--- src/wbr_pkg.sv ---
// Package: shared widths, constants and register indexes for the word repacker.
`default_nettype none
package wbr_pkg;

  localparam int unsigned BYTE_W         = 8;
  localparam int unsigned WORD_DATA_BITS = 14;
  localparam int unsigned PENDING_MAX    = 7;
  localparam int unsigned PEND_W         = 3;
  localparam int unsigned ACC_W          = WORD_DATA_BITS + PENDING_MAX;
  localparam int unsigned CFG_DATA_W     = 32;
  localparam int unsigned CFG_ADDR_W     = 3;

  typedef enum logic {
    REG_SWAP_BYTES  = 1'b0,
    REG_PACKED_MODE = 1'b1
  } reg_idx_t;

  // Results still to be delivered from the output stage.
  typedef enum logic [1:0] {
    OQ_EMPTY = 2'd0,
    OQ_ONE   = 2'd1,
    OQ_TWO   = 2'd2
  } oq_cnt_t;

endpackage : wbr_pkg
`default_nettype wire

--- src/wbr_in_if.sv ---
// Interface: input word channel, two raw bytes per request.
`default_nettype none
interface wbr_in_if
  import wbr_pkg::*;
  ();
  logic              valid;
  logic              ready;
  logic [BYTE_W-1:0] first_byte;
  logic [BYTE_W-1:0] second_byte;

  modport source (output valid, output first_byte, output second_byte, input ready);
  modport sink   (input valid, input first_byte, input second_byte, output ready);
endinterface : wbr_in_if
`default_nettype wire

--- src/wbr_out_if.sv ---
// Interface: output byte channel with end-of-word flag.
`default_nettype none
interface wbr_out_if
  import wbr_pkg::*;
  ();
  logic              valid;
  logic              ready;
  logic [BYTE_W-1:0] out_byte;
  logic              last_of_word;

  modport source (output valid, output out_byte, output last_of_word, input ready);
  modport sink   (input valid, input out_byte, input last_of_word, output ready);
endinterface : wbr_out_if
`default_nettype wire

--- src/word14_to_byte_repacker_unit.sv ---
// Top level: 16-bit word to byte repacker with optional 14-bit packing.
//
// Usage:
//   in_ch  : one request per 16-bit word, given as first_byte (even offset)
//            and second_byte (odd offset), valid/ready handshake.
//   out_ch : one byte per request; last_of_word marks the final byte of a word.
//   cfg_*  : APB-style registers. Offset 0x0 swap_bytes, offset 0x4
//            packed_14bit_mode, bit 0 of each. Write only while idle.
// Plain mode gives two bytes per word; packed mode gives one or two, taking
// the low 14 bits MSB-first onto up to 7 pending bits.
// The first byte of a word appears in the cycle after the word is taken.
// The single-byte output channel drains the two-entry result stage one byte
// at a time, so a word is done once its last byte leaves. A new word is taken
// in the cycle the last byte leaves.
// Reset: clears both registers, the pending bits and the result stage.
// Stall: while out_ch.ready is low the current byte holds and no further
// word is taken once the result stage is occupied.
`default_nettype none
module word14_to_byte_repacker_unit
  import wbr_pkg::*;
(
  input  wire                   clk,
  input  wire                   rst_n,
  wbr_in_if.sink                in_ch,
  wbr_out_if.source             out_ch,
  input  wire                   cfg_psel,
  input  wire                   cfg_penable,
  input  wire                   cfg_pwrite,
  input  wire  [CFG_ADDR_W-1:0] cfg_paddr,
  input  wire  [CFG_DATA_W-1:0] cfg_pwdata,
  output logic [CFG_DATA_W-1:0] cfg_prdata,
  output logic                  cfg_pready
);

  logic                 swap_r;
  logic                 packed_r;
  logic [PENDING_MAX-1:0] lb_r;
  logic [PEND_W-1:0]    lc_r;
  oq_cnt_t              oq_cnt_r, oq_cnt_nxt;
  logic [BYTE_W-1:0]    oq_b0_r, oq_b0_nxt;
  logic [BYTE_W-1:0]    oq_b1_r, oq_b1_nxt;
  logic [PENDING_MAX-1:0] lb_nxt;
  logic [PEND_W-1:0]    lc_nxt;

  logic                 cfg_wr;
  reg_idx_t             cfg_idx;
  logic                 in_fire, out_fire;

  logic [BYTE_W-1:0]    even_b, odd_b;
  logic [WORD_DATA_BITS-1:0] word14;
  logic [PENDING_MAX-1:0] lb_used;
  logic [ACC_W-1:0]     acc;
  logic [PEND_W:0]      sh0;
  logic [PEND_W-1:0]    sh1;
  logic                 two_out;
  logic [BYTE_W-1:0]    pk_b0, pk_b1;
  logic [PEND_W-1:0]    rem_cnt;

  // Configuration port
  assign cfg_pready = 1'b1;
  assign cfg_idx    = reg_idx_t'(cfg_paddr[2]);
  assign cfg_wr     = cfg_psel && cfg_penable && cfg_pwrite;

  always_ff @(posedge clk) begin
    if (!rst_n) begin
      swap_r   <= 1'b0;
      packed_r <= 1'b0;
    end else if (cfg_wr) begin
      case (cfg_idx)
        REG_SWAP_BYTES:  swap_r   <= cfg_pwdata[0];
        REG_PACKED_MODE: packed_r <= cfg_pwdata[0];
        default: ;
      endcase
    end
  end

  always_comb begin
    case (cfg_idx)
      REG_SWAP_BYTES:  cfg_prdata = {{(CFG_DATA_W-1){1'b0}}, swap_r};
      REG_PACKED_MODE: cfg_prdata = {{(CFG_DATA_W-1){1'b0}}, packed_r};
      default:         cfg_prdata = '0;
    endcase
  end

  // Handshakes
  assign in_ch.ready = (oq_cnt_r == OQ_EMPTY) || ((oq_cnt_r == OQ_ONE) && out_ch.ready);
  assign in_fire     = in_ch.valid && in_ch.ready;
  assign out_fire    = out_ch.valid && out_ch.ready;

  // Word assembly and repacking
  assign even_b  = swap_r ? in_ch.second_byte : in_ch.first_byte;
  assign odd_b   = swap_r ? in_ch.first_byte  : in_ch.second_byte;
  assign word14  = {odd_b[WORD_DATA_BITS-BYTE_W-1:0], even_b};
  assign lb_used = lb_r & ~({PENDING_MAX{1'b1}} << lc_r);
  assign acc     = {lb_used, word14};
  assign sh0     = {1'b0, lc_r} + (PEND_W+1)'(WORD_DATA_BITS - BYTE_W);
  assign two_out = (lc_r >= PEND_W'(2));
  assign sh1     = lc_r - PEND_W'(2);
  assign pk_b0   = BYTE_W'(acc >> sh0);
  assign pk_b1   = BYTE_W'(acc >> sh1);
  assign rem_cnt = two_out ? sh1 : PEND_W'(sh0);

  always_comb begin
    oq_cnt_nxt = oq_cnt_r;
    oq_b0_nxt  = oq_b0_r;
    oq_b1_nxt  = oq_b1_r;
    lb_nxt     = lb_r;
    lc_nxt     = lc_r;
    if (in_fire) begin
      if (packed_r) begin
        lb_nxt = acc[PENDING_MAX-1:0];
        lc_nxt = rem_cnt;
        if (two_out) begin
          oq_cnt_nxt = OQ_TWO;
          oq_b0_nxt  = pk_b0;
          oq_b1_nxt  = pk_b1;
        end else begin
          oq_cnt_nxt = OQ_ONE;
          oq_b1_nxt  = pk_b0;
        end
      end else begin
        oq_cnt_nxt = OQ_TWO;
        oq_b0_nxt  = even_b;
        oq_b1_nxt  = odd_b;
      end
    end else if (out_fire) begin
      oq_cnt_nxt = (oq_cnt_r == OQ_TWO) ? OQ_ONE : OQ_EMPTY;
    end
  end

  always_ff @(posedge clk) begin
    if (!rst_n) begin
      oq_cnt_r <= OQ_EMPTY;
      lb_r     <= '0;
      lc_r     <= '0;
    end else begin
      oq_cnt_r <= oq_cnt_nxt;
      lb_r     <= lb_nxt;
      lc_r     <= lc_nxt;
    end
  end

  always_ff @(posedge clk) begin
    oq_b0_r <= oq_b0_nxt;
    oq_b1_r <= oq_b1_nxt;
  end

  // Output stage
  assign out_ch.valid        = (oq_cnt_r != OQ_EMPTY);
  assign out_ch.out_byte     = (oq_cnt_r == OQ_TWO) ? oq_b0_r : oq_b1_r;
  assign out_ch.last_of_word = (oq_cnt_r == OQ_ONE);

  // Assertions
  a_oq_legal: assert property (@(posedge clk) disable iff (!rst_n)
    oq_cnt_r == OQ_EMPTY || oq_cnt_r == OQ_ONE || oq_cnt_r == OQ_TWO)
    else $error("result stage count out of range");

  a_take_only_when_draining: assert property (@(posedge clk) disable iff (!rst_n)
    in_fire |-> (oq_cnt_r == OQ_EMPTY || (oq_cnt_r == OQ_ONE && out_fire)))
    else $error("request taken while results still pending");

  a_plain_two_bytes: assert property (@(posedge clk) disable iff (!rst_n)
    (in_fire && !packed_r) |=> (oq_cnt_r == OQ_TWO))
    else $error("plain word did not queue two bytes");

  a_plain_keeps_pending: assert property (@(posedge clk) disable iff (!rst_n)
    (in_fire && !packed_r) |=> $stable(lc_r))
    else $error("plain word changed pending bit count");

  a_stall_holds: assert property (@(posedge clk) disable iff (!rst_n)
    (out_ch.valid && !out_ch.ready) |=> (out_ch.valid && $stable(out_ch.out_byte)))
    else $error("stalled byte changed");

endmodule : word14_to_byte_repacker_unit
`default_nettype wire

--- src/flat_wrapper.sv ---
// flat-port wrapper written by rule: the top's interface ports become plain ports
module word14_to_byte_repacker_unit_flat import wbr_pkg::*;
  (clk, rst_n, cfg_psel, cfg_penable, cfg_pwrite, cfg_paddr, cfg_pwdata, cfg_prdata, cfg_pready, in_ch_valid, in_ch_first_byte, in_ch_second_byte, in_ch_ready, out_ch_valid, out_ch_out_byte, out_ch_last_of_word, out_ch_ready);
  wbr_in_if in_ch_i ();
  wbr_out_if out_ch_i ();
  input  wire clk;
  input  wire rst_n;
  input  wire cfg_psel;
  input  wire cfg_penable;
  input  wire cfg_pwrite;
  input  wire  [CFG_ADDR_W-1:0] cfg_paddr;
  input  wire  [CFG_DATA_W-1:0] cfg_pwdata;
  output logic [CFG_DATA_W-1:0] cfg_prdata;
  output logic cfg_pready;
  input wire logic [$bits(in_ch_i.valid)-1:0] in_ch_valid;
  input wire logic [$bits(in_ch_i.first_byte)-1:0] in_ch_first_byte;
  input wire logic [$bits(in_ch_i.second_byte)-1:0] in_ch_second_byte;
  output wire logic [$bits(in_ch_i.ready)-1:0] in_ch_ready;
  output wire logic [$bits(out_ch_i.valid)-1:0] out_ch_valid;
  output wire logic [$bits(out_ch_i.out_byte)-1:0] out_ch_out_byte;
  output wire logic [$bits(out_ch_i.last_of_word)-1:0] out_ch_last_of_word;
  input wire logic [$bits(out_ch_i.ready)-1:0] out_ch_ready;
  assign in_ch_i.valid = in_ch_valid;
  assign in_ch_i.first_byte = in_ch_first_byte;
  assign in_ch_i.second_byte = in_ch_second_byte;
  assign in_ch_ready = in_ch_i.ready;
  assign out_ch_valid = out_ch_i.valid;
  assign out_ch_out_byte = out_ch_i.out_byte;
  assign out_ch_last_of_word = out_ch_i.last_of_word;
  assign out_ch_i.ready = out_ch_ready;
  word14_to_byte_repacker_unit u_core (.clk(clk), .rst_n(rst_n), .in_ch(in_ch_i), .out_ch(out_ch_i), .cfg_psel(cfg_psel), .cfg_penable(cfg_penable), .cfg_pwrite(cfg_pwrite), .cfg_paddr(cfg_paddr), .cfg_pwdata(cfg_pwdata), .cfg_prdata(cfg_prdata), .cfg_pready(cfg_pready));
endmodule
--- config.mk ---
export PLATFORM = sky130hd
export DESIGN_NAME = word14_to_byte_repacker_unit_flat
export DESIGN_NICKNAME = d
export VERILOG_FILES = /design/src/wbr_pkg.sv /design/src/wbr_in_if.sv /design/src/wbr_out_if.sv /design/src/word14_to_byte_repacker_unit.sv /design/src/flat_wrapper.sv
export SDC_FILE = /design/constraint.sdc
export NUM_CORES = 1
export LEC_CHECK = 0
export ABC_AREA = 1
export BUFFER_PORTS_ARGS = -buffer_cell sky130_fd_sc_hd__buf_2
export CORE_MARGIN = 4
export CORE_UTILIZATION = 48
export CTS_BUF_LIST = sky130_fd_sc_hd__clkbuf_4 sky130_fd_sc_hd__clkbuf_8
export DETAILED_ROUTE_END_ITERATION = 6
export PLACE_DENSITY = 0.81
export SYNTH_ARGS = -nofsm -noshare
export SYNTH_HDL_FRONTEND = slang
export SYNTH_SLANG_ARGS = --single-unit
--- constraint.sdc ---
create_clock -name clk -period 2.4 [get_ports clk]
set_input_delay 0.48 -clock clk [delete_from_list [all_inputs] [get_ports clk]]
set_output_delay 0.48 -clock clk [all_outputs]
set_load 0.03 [all_outputs]
# [Word-level counts from Yosys, hierarchy flattened]
# Index checks and enable logic that the tools add are counted.
[word_totals] regBits=30 input_bits=58 output_inout_bits=44 wordCells=46
[classes] addsub=2 order_cmp=1 eq_ne=3 shift=3 muxes=14 n_bitwise=3 n_reduce_logical=13
[op_table] cell="$pmux W32 S2" count=1
[op_table] cell="$mux W8" count=7
[op_table] cell="$shr A21 B3 Y8" count=1
[op_table] cell="$shr A21 B4 Y8" count=1
[op_table] cell="$mux W2" count=4
[op_table] cell="$reduce_and A2 Y1" count=4
[op_table] cell="$and A7 B7 Y7" count=1
[op_table] cell="$not A7 Y7" count=1
[op_table] cell="$shl A7 B3 Y7 const A" count=1
[op_table] cell="$logic_and A1 B1 Y1" count=5
[op_table] cell="$add A3 B3 Y4 const B" count=1
[op_table] cell="$reduce_bool A2 Y1" count=2
[op_table] cell="$ge A3 B2 Y1 const B" count=1
[op_table] cell="$mux W3" count=1
[op_table] cell="$sub A3 B2 Y3 const B" count=1
[op_table] cell="$eq A2 B1 Y1 const B" count=1
[op_table] cell="$eq A2 B2 Y1 const B" count=1
[op_table] cell="$logic_not A2 Y1" count=1
[op_table] cell="$ne A2 B2 Y1 const B" count=1
[op_table] cell="$logic_or A1 B1 Y1" count=1
[op_table] cell="$mux W1" count=1
[op_table] cell="$not A1 Y1" count=1

# [Logic depth before layout (Yosys ltp)]
[logic_depth] depth_word=6 depth_mapped=10 ltp_nobuf=9

# [Worst setup path before layout]
# No wires, ideal clock.
[synth_timing] path_type="register to register" startpoint="register u_core.lc_r[2]" endpoint="register u_core.oq_b1_r[7], data pin" setup_time_ns=0.262 t_arrival_ns=1.554 t_required_ns=2.138 slack_ns=0.584 stages_incl_launch_ff=9 n_path_buf=2 period_less_slack_ns=1.816 path_cell_list="dfxtp_1 buf_4 clkinv_1 ha_1 buf_1 inv_1 nand3_1 nand3_1 nand3_1"
[synth_via] elab_chain_len=6 elab_cells_between_ends=10 cone_classes="add/sub: 2; order compare: 1; shift: 3; mux: 2; bitwise: 2"
[synth_lines] item="start, declared" line="word14_to_byte_repacker_unit.sv:38" text="logic [PEND_W-1:0] lc_r;"
[synth_lines] item="start signal, assigned" line="word14_to_byte_repacker_unit.sv:139" text="lc_r <= lc_nxt;"
[synth_lines] item="$shl A7 B3 Y7" line="word14_to_byte_repacker_unit.sv:94" text="assign lb_used = lb_r & ~({PENDING_MAX{1'b1}} << lc_r);"
[synth_lines] item="$not A7 Y7" line="word14_to_byte_repacker_unit.sv:94"
[synth_lines] item="$and A7 B7 Y7" line="word14_to_byte_repacker_unit.sv:94"
[synth_lines] item="$shr A21 B4 Y8 or $shr A21 B3 Y8 (tied branches)" line="word14_to_byte_repacker_unit.sv:99, word14_to_byte_repacker_unit.sv:100"
[synth_lines] item="$mux W8 *" line="word14_to_byte_repacker_unit.sv:113" text="if (two_out) begin"
[synth_lines] item="$mux W8 *" line="word14_to_byte_repacker_unit.sv:110" text="if (packed_r) begin"
[synth_lines] item="end signal, assigned" line="word14_to_byte_repacker_unit.sv:145" text="oq_b1_r <= oq_b1_nxt;"
[synth_lines] item="end, declared" line="word14_to_byte_repacker_unit.sv:41" text="logic [BYTE_W-1:0] oq_b1_r, oq_b1_nxt;"
# Mark *: on every way between the ends. The rest lies on a longest branch, timed or not.
# A chain may end at the register's enable or synchronous reset.

# [Worst setup path in the final report]
[layout_timing] startpoint="register u_core.oq_cnt_r[0]" endpoint="output port out_ch_out_byte[7]"
[layout_via] elab_chain_len=2
[layout_lines] item="start, declared" line="word14_to_byte_repacker_unit.sv:39" text="oq_cnt_t oq_cnt_r, oq_cnt_nxt;"
[layout_lines] item="start signal, assigned" line="word14_to_byte_repacker_unit.sv:137" text="oq_cnt_r <= oq_cnt_nxt;"
[layout_lines] item="$eq A2 B2 Y1" line="word14_to_byte_repacker_unit.sv:150" text="assign out_ch.out_byte = (oq_cnt_r == OQ_TWO) ? oq_b0_r : oq_b1_r;"
[layout_lines] item="$mux W8" line="word14_to_byte_repacker_unit.sv:150"
[layout_lines] item="end, declared" line="flat_wrapper.sv:20" text="output wire logic [$bits(out_ch_i.out_byte)-1:0] out_ch_out_byte;"
# No other way between the ends.

==> results by group <==
Clocking
  – Clk Latency, worst-skew pair: 280 ps
  – Setup bufs post-CTS: 0
  – CTS root buffer: clkbuf_8
  – CTS max path bufs: 2
  – H-tree depth: 1
  – # clock sinks: 28
  – CTS tree: built
  – Clock buffer count from CTS: 3
  – Reg clk slew, reported paths: 90 ps
  – Gates resized, CTS repair: 0
  – Cts-stage hold buffer count: 0

STA
  – Tmin final: 1940 ps
  – RSZ-0062 raised after global routing: no
  – Pins Over Slew Limit: 0
  – Fin crit share: 0.809
  – Max Clock Freq: 515 MHz
  – Skew final: 8.03 ps
  – TNS Setup: 0 ps
  – Final hold violation count: 0
  – Setup-failing EPs final: 0
  – Fin Hold WS: 468 ps

Route
  – Wirelength, routed: 5640 microns
  – First-pass DRT Iterations: 6
  – DRC marker count from the first detailed-route iteration: 213
  – Vias per cell: 5.18
  – Vias: 2269
  – DRT antenna net count: 0
  – Post-DR wirelength/cell: 12.9 microns
  – # DRC: 0

Logic synthesis
  – Flops & latches, synth: 28
  – Sequential area share after synthesis: 0.300
  – Synthesized area per cell: 7.19 sq um
  – Ys Warns: 0
  – Synthesized instance count: 334
  – Syn Std Cell Area: 2400 sq um
  – Yosys cell types: 26

Floorplan
  – Die H: 78.7 microns
  – Num rows: 25
  – Die Area: 6200 sq um
  – Die Width: 78.7 microns
  – # IOs: 102
  – Core area: 4790 sq um
  – Starting Density: 0.502

Layout
  – NumNets Final: 433
  – Commonest non-fill, non-tap cell in the layout: nand3_1
  – Area delta synth->final: 7.03%
  – Inserted Diodes: 0
  – Storage cell area: 721 sq um
  – Filler cell count: 485
  – Area of the multi-input gates: 1330 sq um
  – Share of cells above drive strength 1: 0.243
  – Most frequent cells in the layout: 85 x nand3_1, 72 x nand2_1, 36 x buf_2

Placement
  – Number of port buffers: 36
  – GPL Wtd Cong: 0.927
  – Dpl hpwl: 4430 microns

Setup path
  – Worst setup EP type: output pin
  – Crit Path Class: reg2out
  – Critical path peak fanout: 9
  – Req. time, crit path: 1920 ps
  – Worst path arrival time: 1460 ps
  – Startpoint types: flip-flop

Global route
  – First-pass GRT wire length: 9070 microns
  – Initial antenna violation count: 0
  – Grt ovf: 0
  – Largest net degree at the start of global routing: 24
  – Vias in the first global route: 2034
  – GRT Resource Usage Total: 0.180

Outcome
  – Outcome: completed

Job
  – Max Cap Viol: 0

Pwr
  – P_leak: 1.21 nW
  – Pwr dens: 500 nW/um^2
  – Peak supply drop: 0.229 mV

Worst hold path
  – Worst hold path type: reg2reg
-- routing by layer --
layer  GRT usage  up-vias  routed length [microns]
li1            -     1126                        -
met1       0.238     1022                     2420
met2       0.311      107                     2700
met3      0.0181       14                      437
met4      0.0490        0                       91
met5           0        -                        0
-- registers in the layout, indices dropped and copies added (netlist names) --
signal and cells:
u_core.swap_r 1, u_core.lc_r 2, u_core.oq_b0_r 8, u_core.lb_r 6
u_core.packed_r 1, u_core.oq_b1_r 8, u_core.oq_cnt_r 2
-- cell type report --
cell class                 instances  area share
timing repair buffer              47       0.102
tap                               67      0.0326
sequential                        28       0.280
clock buffer                       4      0.0190
inverter                          33      0.0492
multi-input combinational        259       0.517
-- worst max-delay path, stage by stage (launching register included) --
cell	delay (ps)
dfxtp_1	380
inv_1	80
nand2_2	180
mux2_2	370
buf_2	180
-- path summary, 6_finish.rpt --
kind | startpoint | end | slack (ps) | cells after the start
setup reg to reg | u_core.swap_r$_SDFFE_PN0P_ | u_core.oq_b1_r[1]$_DFFE_PP_ | 770 | 6
hold / removal | u_core.lb_r[4]$_SDFFE_PN0P_ | u_core.lb_r[4]$_SDFFE_PN0P_ | 470 | 2
setup / recovery | u_core.oq_cnt_r[0]$_SDFFE_PN0P_ | out_ch_out_byte[7] | 460 | 4
hold reg to reg | u_core.lb_r[4]$_SDFFE_PN0P_ | u_core.lb_r[4]$_SDFFE_PN0P_ | 470 | 2
-- Yosys cell counts, drive strengths merged --
master	number	area (sq um)
a21oi	16	80.1
buf	43	335
clkbuf	1	3.75
clkinv	2	7.51
conb	2	7.51
dfxtp	12	240
edfxtp	16	480
ha	3	37.5
inv	31	119
mux2	8	90.1
nand2	82	338
nand3	93	505
nor2	5	26.3
o21ai	20	130
-- power breakdown --
| group | switching [mW] | leakage [nW] | internal [mW] | total [mW] |
|---|---|---|---|---|
| sequential | 0.0173 | 0.251 | 0.556 | 0.573 |
| combinational | 0.307 | 0.933 | 0.124 | 0.431 |
| clock | 0.149 | 0.0262 | 0.130 | 0.280 |
| total | 0.474 | 1.21 | 0.810 | 1.28 |
-- kinds of logic after synthesis --
logic type	count (synthesis)	share of synthesized area
buffers and inverters	77	0.194
adder cells (fa/ha/maj)	3	0.0156
other	2	0.00313
multiplexers	8	0.0375
flip-flops	28	0.300
AO/OA/AOI/OAI	36	0.0875
AND/OR/NAND/NOR	180	0.362
-- per-stage QoR --
| step | worst slack, ps | power, mW | area (sq um) | std cells | utilization |
|---|---|---|---|---|---|
| after floorplan | 584 | 0.954 | 2510 | 364 | - |
| after global placement | 773 | 1.00 | 2520 | 434 | 0.527 |
| after detailed placement | 761 | 1.01 | 2520 | 434 | 0.527 |
| after CTS | 447 | 1.29 | 2570 | 438 | 0.537 |
| after global routing | 402 | 1.34 | 2570 | 438 | 0.537 |
| final | 460 | 1.28 | 2570 | 438 | 0.537 |
(Power assumes the default switching activity.)
